$ cat config.mk
export PLATFORM = sky130hd
export DESIGN_NAME = bcd_alu_condition_codes
export DESIGN_NICKNAME = d
export VERILOG_FILES = /design/src/design/bcdcc_pkg.sv /design/src/design/bcd_alu_condition_codes.sv /design/src/design/bcdcc_arith.sv /design/src/design/bcdcc_cond.sv
export SDC_FILE = /design/constraint.sdc
export NUM_CORES = 1
export LEC_CHECK = 0
export BUFFER_PORTS_ARGS = -buffer_cell sky130_fd_sc_hd__buf_2
export CAP_MARGIN = 10
export CORE_UTILIZATION = 40
export DETAILED_ROUTE_END_ITERATION = 10
export GPL_TIMING_DRIVEN = 0
export PLACE_DENSITY = 0.56
export SLEW_MARGIN = 15
export SYNTH_ARGS = -nofsm -noshare
export SYNTH_HDL_FRONTEND = slang
export SYNTH_HIERARCHICAL = 1
export SYNTH_SLANG_ARGS = --single-unit
$ cat constraint.sdc
create_clock -name clk -period 13.6 [get_ports clk]
set_input_delay 2.04 -clock clk [delete_from_list [all_inputs] [get_ports clk]]
set_output_delay 2.04 -clock clk [all_outputs]
set_load 0.05 [all_outputs]
$ cat src/design/bcdcc_pkg.sv
// Shared types and constants for the BCD condition-code unit.
package bcdcc_pkg;

  typedef enum logic [1:0] {
    OP_ADD    = 2'd0,
    OP_SUB    = 2'd1,
    OP_WFLAGS = 2'd2,
    OP_TEST   = 2'd3
  } op_t;

  typedef enum logic [3:0] {
    CC_T  = 4'd0,
    CC_F  = 4'd1,
    CC_HI = 4'd2,
    CC_LS = 4'd3,
    CC_CC = 4'd4,
    CC_CS = 4'd5,
    CC_NE = 4'd6,
    CC_EQ = 4'd7,
    CC_VC = 4'd8,
    CC_VS = 4'd9,
    CC_PL = 4'd10,
    CC_MI = 4'd11,
    CC_GE = 4'd12,
    CC_LT = 4'd13,
    CC_GT = 4'd14,
    CC_LE = 4'd15
  } cond_t;

  // Packed so that bit 0 is C and bit 4 is X.
  typedef struct packed {
    logic x;
    logic n;
    logic z;
    logic v;
    logic c;
  } flags_t;

  typedef struct packed {
    logic [1:0] opcode;
    logic [7:0] source_byte;
    logic [7:0] dest_byte;
    logic [3:0] condition;
    logic [4:0] flags_in;
  } in_t;

  typedef struct packed {
    logic [7:0] result_byte;
    logic [4:0] flags_out;
    logic       condition_true;
  } out_t;

  typedef struct packed {
    logic [7:0] result;
    logic       c;
    logic       v;
    logic       n;
  } arith_res_t;

  localparam logic [9:0] ADD_CARRY_MASK  = 10'h3F0;
  localparam logic [9:0] ADD_CARRY_LIMIT = 10'h090;
  localparam logic [9:0] HI_ADJ_WIDE     = 10'h060;
  localparam logic [7:0] HI_ADJ          = 8'h60;
  localparam logic [3:0] LO_DIGIT_MAX    = 4'd9;
  localparam logic [9:0] LO_ADJ_WIDE     = 10'd6;
  localparam logic [7:0] LO_ADJ          = 8'd6;

endpackage

$ cat src/design/bcd_alu_condition_codes.sv
// Top level of the BCD condition-code unit: request register, execute, result register.
// Takes one request per clock while in_stall is low and returns one result per
// request. A request is captured in an input register; once the result register
// can load, the BCD adder, condition check and flag update act on it and load
// the result register, and the C/V/Z/N/X flags are written on that same edge,
// so the next request sees them at once. The condition outcome uses the flags
// as they stood before the request. Add and subtract can only clear Z, never
// set it. in_stall is high only when the input register is full and the result
// register cannot drain.
module bcd_alu_condition_codes import bcdcc_pkg::*; (
  input  logic clk,
  input  logic rst_n,
  input  logic in_valid,
  output logic in_stall,
  input  in_t  in_data,
  output logic out_valid,
  input  logic out_stall,
  output out_t out_data
);

  logic       s1_valid_r, s1_valid_nxt;
  in_t        s1_r, s1_nxt;
  logic       out_valid_r, out_valid_nxt;
  out_t       out_r, out_nxt;
  flags_t     flags_r, flags_nxt;

  logic       out_load;
  logic       s1_fire;
  logic       in_fire;
  op_t        op;
  arith_res_t ar;
  logic       cond_holds;

  assign op       = op_t'(s1_r.opcode);
  assign out_load = ~out_valid_r | ~out_stall;
  assign s1_fire  = s1_valid_r & out_load;
  assign in_stall = s1_valid_r & ~out_load;
  assign in_fire  = in_valid & ~in_stall;

  bcdcc_arith u_arith (
    .subtract (op == OP_SUB),
    .src      (s1_r.source_byte),
    .dst      (s1_r.dest_byte),
    .x_in     (flags_r.x),
    .res      (ar)
  );

  bcdcc_cond u_cond (
    .condition (s1_r.condition),
    .flags     (flags_r),
    .holds     (cond_holds)
  );

  always_comb begin
    flags_nxt = flags_r;
    out_nxt   = out_r;
    if (s1_fire) begin
      out_nxt.result_byte = 8'd0;
      unique case (op)
        OP_ADD, OP_SUB: begin
          out_nxt.result_byte = ar.result;
          flags_nxt.c = ar.c;
          flags_nxt.x = ar.c;
          flags_nxt.v = ar.v;
          flags_nxt.n = ar.n;
          flags_nxt.z = flags_r.z & (ar.result == 8'd0);
        end
        OP_WFLAGS: flags_nxt = flags_t'(s1_r.flags_in);
        OP_TEST:   flags_nxt = flags_r;
        default:   flags_nxt = flags_r;
      endcase
      out_nxt.flags_out      = flags_nxt;
      out_nxt.condition_true = cond_holds;
    end
  end

  always_comb begin
    s1_nxt        = in_fire ? in_data : s1_r;
    s1_valid_nxt  = in_fire | (s1_valid_r & ~out_load);
    out_valid_nxt = s1_fire | (out_valid_r & out_stall);
  end

  always_ff @(posedge clk) begin
    if (!rst_n) begin
      s1_valid_r  <= 1'b0;
      out_valid_r <= 1'b0;
      flags_r     <= '0;
    end else begin
      s1_valid_r  <= s1_valid_nxt;
      out_valid_r <= out_valid_nxt;
      flags_r     <= flags_nxt;
    end
  end

  always_ff @(posedge clk) begin
    s1_r  <= s1_nxt;
    out_r <= out_nxt;
  end

  assign out_valid = out_valid_r;
  assign out_data  = out_r;

  // Flags move only when a request passes through execute
  a_flags_hold: assert property (@(posedge clk) disable iff (!rst_n)
    !s1_fire |=> $stable(flags_r))
    else $error("flags changed without a request in execute");

  // Decimal arithmetic never sets Z
  a_z_sticky: assert property (@(posedge clk) disable iff (!rst_n)
    (s1_fire && (op == OP_ADD || op == OP_SUB)) |=> !$rose(flags_r.z))
    else $error("Z set by decimal arithmetic");

  // Reported flags match the flag register after execute
  a_flags_out: assert property (@(posedge clk) disable iff (!rst_n)
    s1_fire |=> (out_r.flags_out == flags_r))
    else $error("reported flags differ from flag register");

  // Input is held off only while both stages are full
  a_stall_full: assert property (@(posedge clk) disable iff (!rst_n)
    in_stall |-> (s1_valid_r && out_valid_r))
    else $error("input stalled with free space");

endmodule

$ cat src/design/bcdcc_arith.sv
// Packed-BCD add and subtract with extend, giving result byte and C, V, N.
module bcdcc_arith import bcdcc_pkg::*; (
  input  logic       subtract,
  input  logic [7:0] src,
  input  logic [7:0] dst,
  input  logic       x_in,
  output arith_res_t res
);

  logic [4:0] a_lo;
  logic [9:0] a_raw;
  logic [9:0] a_fix;
  logic       a_c;
  logic [9:0] a_res;

  logic [7:0] s_lo;
  logic [7:0] s_raw;
  logic       s_k;
  logic [9:0] s_diff;
  logic [9:0] s_cdiff;
  logic [7:0] s_res;
  logic       s_c;

  // Decimal add
  always_comb begin
    a_lo  = {1'b0, src[3:0]} + {1'b0, dst[3:0]} + {4'b0, x_in};
    a_raw = {2'b0, src[7:4], 4'b0} + {2'b0, dst[7:4], 4'b0} + {5'b0, a_lo};
    a_fix = a_raw + ((a_lo > {1'b0, LO_DIGIT_MAX}) ? LO_ADJ_WIDE : 10'd0);
    a_c   = (a_fix & ADD_CARRY_MASK) > ADD_CARRY_LIMIT;
    a_res = a_fix + (a_c ? HI_ADJ_WIDE : 10'd0);
  end

  // Decimal subtract; low digit borrow shows as a nonzero upper nibble of s_lo
  always_comb begin
    s_lo    = {4'b0, dst[3:0]} - {4'b0, src[3:0]} - {7'b0, x_in};
    s_raw   = {dst[7:4], 4'b0} - {src[7:4], 4'b0} + s_lo;
    s_k     = (s_lo[7:4] != 4'd0);
    s_diff  = {2'b0, dst} - {2'b0, src} - {9'b0, x_in};
    s_cdiff = s_diff - (s_k ? LO_ADJ_WIDE : 10'd0);
    s_c     = |s_cdiff[9:8];
    s_res   = s_raw - (s_k ? LO_ADJ : 8'd0) - (s_diff[8] ? HI_ADJ : 8'd0);
  end

  always_comb begin
    if (subtract) begin
      res.result = s_res;
      res.c      = s_c;
      res.v      = s_raw[7] & ~s_res[7];
    end else begin
      res.result = a_res[7:0];
      res.c      = a_c;
      res.v      = ~a_raw[7] & a_res[7];
    end
    res.n = res.result[7];
  end

endmodule

$ cat src/design/bcdcc_cond.sv
// Branch condition evaluation over the current flags.
module bcdcc_cond import bcdcc_pkg::*; (
  input  logic [3:0] condition,
  input  flags_t     flags,
  output logic       holds
);

  always_comb begin
    unique case (cond_t'(condition))
      CC_T:  holds = 1'b1;
      CC_F:  holds = 1'b0;
      CC_HI: holds = ~flags.c & ~flags.z;
      CC_LS: holds = flags.c | flags.z;
      CC_CC: holds = ~flags.c;
      CC_CS: holds = flags.c;
      CC_NE: holds = ~flags.z;
      CC_EQ: holds = flags.z;
      CC_VC: holds = ~flags.v;
      CC_VS: holds = flags.v;
      CC_PL: holds = ~flags.n;
      CC_MI: holds = flags.n;
      CC_GE: holds = (flags.n == flags.v);
      CC_LT: holds = (flags.n != flags.v);
      CC_GT: holds = (flags.n == flags.v) & ~flags.z;
      CC_LE: holds = (flags.n != flags.v) | flags.z;
      default: holds = 1'b0;
    endcase
  end

endmodule

==> out/summary.log, run 1 <==
[worst_hold_path] worst hold endpoint out_valid
[route] first-pass iteration count of the detailed router 4
[cts] Max H-tree Level 2
[timing] endpoints failing setup 0
[final_layout] final instance area 4420 um2
[placement] Port Buf Inserts 46
[placement] estimated wirelength of the detail-placed design 6.06 mm
[synth] per-instance average area after synthesis 10.3 um2
[cts] clock transition at the registers of the reported paths 0.09 ns
[floorplanning] DIE WIDTH 101 um
[cts] TritonCTS Sinks 48
[cts] TritonCTS clock tree built
[status] status finished, final reports clean
[setup_path] Critical R2R Capture out_data[3]
[cts] buffer cell driving the clock tree root sky130_fd_sc_hd__clkbuf_8
[setup_path] critical path class reg2reg
[timing] number of slew-limit violations in the final report 0
[setup_path] worst path required time 13.67 ns
[timing] final hold slack 0.517 ns
[cts] number of CTS-inserted buffers 5
[synth] sequential fraction of the synthesis area 0.351
[final_layout] Antenna diodes 0
[floorplanning] Die Y-Extent 101 um
[timing] Worst slew margin 0.473
[floorplanning] CORE AREA 9370 um2
[timing] final hold violations 0
[cts] Worst-Skew Late Latency 0.30 ns
[worst_hold_path] worst hold path depth 2
[route] final routed wirelength across all metal layers 7.56 mm
[cts] hold buffer count at CTS 0
[timing] skew final 0.00588 ns
[flow_run] max-cap viol count 0
[route] routed wire length per instance 13.4 um
[final_layout] ratio of cells with drive above 1 in the final layout 0.207
[worst_hold_path] worst hold path type reg2reg
[timing] actual slew at the worst max-slew pin 0.788 ns
[setup_path] Worst setup EP type register
[setup_path] maximum fanout encountered on the critical timing path 10
[timing] maximum clock frequency 165 MHz
[global_route] largest net degree at the start of global routing 28
[global_route] grt ovf 0
[timing] unrepaired setup endpoints after global routing no
[floorplanning] total die area 10200 um2
[route] number of design rule violations left after detail routing 0
[synth] number of synthesized flops with an enable pin 41
[synth] number of synthesized register bits 48
[global_route] number of global-route vias before repair 2723
[route] total number of vias 2821
[power] power density cells 130 nW/um2
[synth] post-synthesis instance area 3910 um2
[setup_path] worst r2r src s1_r[17]
[synth] share of synthesized registers carrying an async set or reset 0
[setup_path] data arrival time of the worst path 6.13 ns
[final_layout] Area growth, synth to finish 13.1%
[timing] Total Negative Setup Slacks 0 ns
[floorplanning] I/O pin count 47
[final_layout] nets@finish 509
[power] worst IR drop on VDD 0.0472 mV
[cts] setup repair bufs after CTS 0
[timing] minimum clock period after layout 6.06 ns
[synth] number of warnings reported in the yosys synthesis log 6
[power] post-route total power 577 uW
[setup_path] slack of the worst reg-to-reg path 7.54 ns
[final_layout] post-layout util 0.472
[synth] Primary FF master, synth sky130_fd_sc_hd__edfxtp_1
[cts] maximum count of clock buffers along a single path 2
[final_layout] most common library cell in the layout ignoring fill and taps sky130_fd_sc_hd__buf_2
[final_layout] leading cell types in the layout, fill and taps excluded 49 x sky130_fd_sc_hd__buf_2, 41 x sky130_fd_sc_hd__edfxtp_1, 38 x sky130_fd_sc_hd__inv_1, 37 x sky130_fd_sc_hd__ha_1, 30 x sky130_fd_sc_hd__nor2_1
[floorplanning] Cell Rows 35
[route] remaining antenna violation count after routing 0
[placement] Post-Place Cell Area 4310 um2
[synth] cell count after synthesis 380
[power] static power due to leakage 0.00183 uW
[timing] share of the clock period used by the worst path after layout 0.445
[synth] count of distinct cell types in the synthesized netlist 69
[global_route] antenna violations before repair 0
[synth] Synth Net Count 456
[placement] final estimated routing congestion in global placement 0.804
[setup_path] worst r2r path cells 27
[setup_path] Worst Setup Start Kind register
[global_route] GRT Util Overall 0.164
[route] DR vias/cell 5.01
[global_route] wire length of the first global-routing pass 12.9 mm
[route] Iter 0 DRT Violations 114
[worst_hold_path] startpoint of the most critical hold path s1_valid_r
[floorplanning] starting density of the core 0.417
[cts] quantity of gates resized following cts 0
[cell usage after synthesis (7+ instances only)]
cell type / n / area share
sky130_fd_sc_hd__a21oi_1: 22 / 0.028
sky130_fd_sc_hd__nor2_1: 30 / 0.029
sky130_fd_sc_hd__xor2_1: 10 / 0.022
sky130_fd_sc_hd__nand2b_1: 8 / 0.013
sky130_fd_sc_hd__fa_1: 8 / 0.041
sky130_fd_sc_hd__ha_1: 37 / 0.12
sky130_fd_sc_hd__nand2_1: 17 / 0.016
sky130_fd_sc_hd__dfxtp_1: 7 / 0.036
sky130_fd_sc_hd__nor2b_1: 16 / 0.026
sky130_fd_sc_hd__xnor2_1: 20 / 0.045
sky130_fd_sc_hd__mux2i_1: 12 / 0.031
sky130_fd_sc_hd__o21ai_0: 12 / 0.015
sky130_fd_sc_hd__inv_1: 38 / 0.036
sky130_fd_sc_hd__edfxtp_1: 41 / 0.31
[cell type report]
type	instances	area (um2)
buffer	12	75.1
clock buffer	5	68.8
clock inverter	3	42.5
fill	909	4950
inverter	40	150
multi-input combinational	280	2320
sequential	48	1370
tap	129	161
timing repair buffer	46	230
[critical path: stages, from the launching register on]
cell and delay, ns:
sky130_fd_sc_hd__edfxtp_1 0.36, sky130_fd_sc_hd__inv_1 0.06, sky130_fd_sc_hd__fa_1 0.44, sky130_fd_sc_hd__inv_1 0.09
sky130_fd_sc_hd__fa_1 0.36, sky130_fd_sc_hd__a21oi_1 0.11, sky130_fd_sc_hd__nor2_1 0.09, sky130_fd_sc_hd__nor2_1 0.09
sky130_fd_sc_hd__fa_1 0.37, sky130_fd_sc_hd__inv_1 0.07, sky130_fd_sc_hd__ha_1 0.16, sky130_fd_sc_hd__inv_1 0.05
sky130_fd_sc_hd__fa_1 0.42, sky130_fd_sc_hd__buf_1 0.23, sky130_fd_sc_hd__or3_1 0.42, sky130_fd_sc_hd__nor3_2 0.23
sky130_fd_sc_hd__mux2i_1 0.23, sky130_fd_sc_hd__a21oi_1 0.06, sky130_fd_sc_hd__o32ai_1 0.34, sky130_fd_sc_hd__ha_1 0.26
sky130_fd_sc_hd__nor2b_1 0.06, sky130_fd_sc_hd__mux2_4 0.26, sky130_fd_sc_hd__o32a_1 0.36, sky130_fd_sc_hd__mux2i_1 0.21
sky130_fd_sc_hd__buf_4 0.16, sky130_fd_sc_hd__nor4b_2 0.04, sky130_fd_sc_hd__a32oi_2 0.24, sky130_fd_sc_hd__inv_1 0.06
[state kept, by name, indices dropped and copies added, names as in the netlist]
register / flops
s1_r: 25
out_data: 14
s1_valid_r: 1
flags_r: 5
out_valid: 1
op: 2
[power breakdown]
| group | switching, uW | leakage, uW | total, uW | internal [uW] |
|---|---|---|---|---|
| Clock | 50.1 | 0.0000558 | 105 | 54.5 |
| Combinational | 163 | 0.00133 | 291 | 128 |
| Sequential | 6.23 | 0.000454 | 181 | 175 |
[logic make-up after synthesis]
| logic type | after synthesis | synth area share |
|---|---|---|
| buffers and inverters | 52 | 0.0576 |
| multiplexers | 17 | 0.0471 |
| AO/OA/AOI/OAI | 83 | 0.156 |
| flip-flops | 48 | 0.351 |
| adder cells (fa/ha/maj) | 45 | 0.159 |
| XOR/XNOR | 35 | 0.0896 |
| AND/OR/NAND/NOR | 100 | 0.140 |
[per-stage QoR]
stage / cells / setup slack, ns
6_report: 563 / 7.54
5_1_grt: 563 / 7.11
4_1_cts: 563 / 7.50
3_5_place_dp: 555 / 7.52
3_3_place_gp: 555 / 7.52
2_1_floorplan: 380 / 8.10
[worst max path at each step]
stage / start / endpoint / slack, ns / cells after the start
5_1_grt: flags_r[4] / out_data[3] / 7.11 / 27
4_1_cts: s1_r[17] / out_data[3] / 7.50 / 27
6_report: s1_r[17] / out_data[3] / 7.54 / 27
3_5_place_dp: s1_r[17] / out_data[3] / 7.52 / 27
2_1_floorplan: s1_r[17] / out_data[3] / 8.10 / 27
3_3_place_gp: s1_r[17] / out_data[3] / 7.52 / 27
[metal layers]
metal / wire [um] / vias to the layer above / track usage
li1: - / 1456 / -
met1: 3690 / 1312 / 0.222
met2: 3580 / 46 / 0.274
met3: 216 / 7 / 0.0236
met4: 75 / 0 / 0.0412
met5: 0 / - / 0
No activity file was read; power rests on OpenSTA's default activity.
==> run 2: changes to the inputs <==
ABC_AREA = 1   (was unset)
clock period = 6 ns   (was 13.6 ns; I/O delays follow)
==> run 2 against run 1 <==
Effect of this change:
- sequential power increased by 130%
- utilization decreased by 0.35 points
- via count increased by 14%
- non-clock buffer count decreased by 6
- die area increased by 4.5%
- sequential share of layout area decreased by 1.2 points
- hold slack about the same
- largest cell class unchanged
==> out/summary.log, run 2 <==
[power] power density cells 282 nW/um2
[timing] endpoints failing setup 0
[cts] Max H-tree Level 2
[global_route] wire length of the first global-routing pass 13.4 mm
[flow_run] max-cap viol count 0
[route] final routed wirelength across all metal layers 7.94 mm
[floorplanning] I/O pin count 47
[setup_path] launching element of the worst setup path s1_r[9]
[setup_path] Worst setup EP type register
[synth] synth top area cells sky130_fd_sc_hd__edfxtp_1 30%, sky130_fd_sc_hd__ha_1 11%, sky130_fd_sc_hd__nand2_1 11%, sky130_fd_sc_hd__inv_1 8.6%, sky130_fd_sc_hd__nor2_1 4.1%
[synth] number of warnings reported in the yosys synthesis log 6
[setup_path] critical path class reg2reg
[final_layout] ratio of cells with drive above 1 in the final layout 0.198
[timing] share of the clock period used by the worst path after layout 0.897
[synth] leading cell types by count after synthesis 115 x sky130_fd_sc_hd__nand2_1, 94 x sky130_fd_sc_hd__inv_1, 45 x sky130_fd_sc_hd__nor2_1
[timing] unrepaired setup endpoints after global routing no
[synth] sequential fraction of the synthesis area 0.335
[final_layout] Area growth, synth to finish 12.4%
[worst_hold_path] worst hold path type reg2reg
[cts] Worst-Skew Late Latency 0.31 ns
[synth] Synth Net Count 588
[final_layout] number of flip-flops in the largest register 25
[cts] maximum count of clock buffers along a single path 2
[synth] library cell with the largest summed area after synthesis sky130_fd_sc_hd__edfxtp_1
[route] DR vias/cell 4.59
[placement] Post-Place Cell Area 4480 um2
[timing] Total Negative Setup Slacks 0 ns
[synth] Primary FF master, synth sky130_fd_sc_hd__edfxtp_1
[synth] cell count after synthesis 512
[synth] area share of the largest cell type after synthesis 0.301
[synth] share of synthesized registers carrying an async set or reset 0
[synth] count of distinct cell types in the synthesized netlist 45
[timing] final hold violations 0
[global_route] number of global-route vias before repair 2979
[setup_path] Worst Setup Start Kind register
[final_layout] Antenna diodes 0
[synth] library cell with the highest instance count after synthesis sky130_fd_sc_hd__nand2_1
[power] post-route total power 1300 uW
[cts] quantity of gates resized following cts 0
[worst_hold_path] startpoint of the most critical hold path s1_valid_r
[timing] number of slew-limit violations in the final report 0
[cts] setup repair bufs after CTS 0
[setup_path] worst path required time 6.26 ns
[setup_path] master of the slowest instance on the critical path sky130_fd_sc_hd__fa_1
[final_layout] nets@finish 641
[cts] buffer cell driving the clock tree root sky130_fd_sc_hd__clkbuf_8
[placement] estimated wirelength of the detail-placed design 6.53 mm
[final_layout] final instance area 4600 um2
[final_layout] most common library cell in the layout ignoring fill and taps sky130_fd_sc_hd__nand2_1
[cts] TritonCTS Sinks 48
[global_route] antenna violations before repair 0
[final_layout] leading cell types in the layout, fill and taps excluded 115 x sky130_fd_sc_hd__nand2_1, 94 x sky130_fd_sc_hd__inv_1, 46 x sky130_fd_sc_hd__buf_2, 45 x sky130_fd_sc_hd__nor2_1, 41 x sky130_fd_sc_hd__edfxtp_1
[setup_path] count of buffering cells on the critical path with inverters included 8
[setup_path] delay of the slowest cell on the worst path 0.54 ns
[timing] minimum clock period after layout 5.38 ns
[route] remaining antenna violation count after routing 0
[floorplanning] CORE AREA 9820 um2
[timing] final hold slack 0.518 ns
[setup_path] maximum fanout encountered on the critical timing path 4
[status] status finished, final reports clean
[cts] hold buffer count at CTS 0
[floorplanning] DIE WIDTH 103 um
[route] routed wire length per instance 11.4 um
[synth] number of synthesized flops with an enable pin 41
[setup_path] cell with the most instances on the worst path sky130_fd_sc_hd__inv_1
[power] static power due to leakage 0.00232 uW
[setup_path] worst r2r src s1_r[9]
[floorplanning] starting density of the core 0.416
[global_route] GRT Util Overall 0.165
[timing] maximum clock frequency 186 MHz
[route] total number of vias 3206
[timing] Worst slew margin 0.293
[global_route] largest net degree at the start of global routing 28
[setup_path] data arrival time of the worst path 5.65 ns
[route] first-pass iteration count of the detailed router 4
[synth] post-synthesis instance area 4090 um2
[placement] final estimated routing congestion in global placement 0.850
[route] number of design rule violations left after detail routing 0
[final_layout] register ranked first by flip-flop count s1_r
[floorplanning] Die Y-Extent 103 um
[synth] per-instance average area after synthesis 7.98 um2
[placement] Port Buf Inserts 46
[global_route] grt ovf 0
[floorplanning] Cell Rows 36
[route] Iter 0 DRT Violations 156
[cts] clock transition at the registers of the reported paths 0.09 ns
[timing] actual slew at the worst max-slew pin 1.06 ns
[timing] skew final 0.00606 ns
[setup_path] cell family contributing the most delay on the critical path adder cells
[cts] TritonCTS clock tree built
[cts] number of CTS-inserted buffers 5
[power] worst IR drop on VDD 0.140 mV
[synth] number of synthesized register bits 48
[floorplanning] total die area 10600 um2
==> run 2: cell count changes in the layout (fill, tap and decap cells not counted), sizes merged, moves of 8 or more <==
| cell | delta |
|---|---|
| nand4 | +8 |
| mux2i | -12 |
| nand2b | -8 |
| inv | +63 |
| nand3 | +35 |
| nand2 | +116 |
| xnor2 | -18 |
| nor2b | -17 |
| nor2 | +23 |
==> run 2: worst register-to-register path: cells and delay by family (launching register included) <==
kind            cells  cell delay [ns]
compound gates      4             0.64
xor+xnor            3             0.53
fa+ha+maj           7             2.32
buf+inv             8             0.61
flops               1             0.36
simple gates        9             0.88
==> run 2: per-layer routing <==
metal / share of wire / global-route usage / up-vias / wire, um
met4: 0.012 / 0.0520 / 0 / 97
met5: 0 / 0 / - / 0
met1: 0.49 / 0.220 / 1408 / 3900
met2: 0.45 / 0.271 / 60 / 3600
met3: 0.044 / 0.0285 / 7 / 346
li1: - / - / 1731 / -
==> run 2: cell type report <==
type / instances / area, um2
Fill cell: 1006 / 5220
Multi-Input combinational cell: 353 / 2270
Sequential cell: 48 / 1370
Inverter: 105 / 397
Timing Repair Buffer: 46 / 230
Tap cell: 133 / 166
Clock buffer: 5 / 68.8
Buffer: 6 / 52.6
Clock inverter: 3 / 42.5
==> run 2: cell families (layout without fill, tap and decap cells) <==
kind of cell | count (synthesis) | count (layout) | synth area share
AO/OA/AOI/OAI | 47 | 47 | 0.0719
XOR/XNOR | 18 | 18 | 0.0459
adder cells (fa/ha/maj) | 45 | 45 | 0.152
buffers and inverters | 111 | 165 | 0.110
flip-flops | 48 | 48 | 0.335
AND/OR/NAND/NOR | 243 | 243 | 0.284
==> run 2: power breakdown <==
group | leakage (uW) | total [uW] | switching [uW] | internal [uW]
logic | 0.00181 | 649 | 411 | 238
registers | 0.000455 | 409 | 13.6 | 395
clock network | 0.0000558 | 240 | 116 | 124
==> run 2: through the flow <==
stage / setup slack (ns) / instances / util
2_1_floorplan: 1.18 / 512 / -
3_3_place_gp: 0.669 / 691 / 0.457
3_5_place_dp: 0.604 / 691 / 0.457
4_1_cts: 0.563 / 699 / 0.468
5_1_grt: 0.0332 / 699 / 0.468
6_report: 0.616 / 699 / 0.468
==> run 2: path summary, 6_finish.rpt <==
check | endpoint | slack (ns) | depth (start not counted)
min | out_valid | 0.52 | 2
max | flags_r[2] | 0.62 | 31
max reg2reg | flags_r[2] | 0.62 | 31
min reg2reg | out_valid | 0.52 | 2
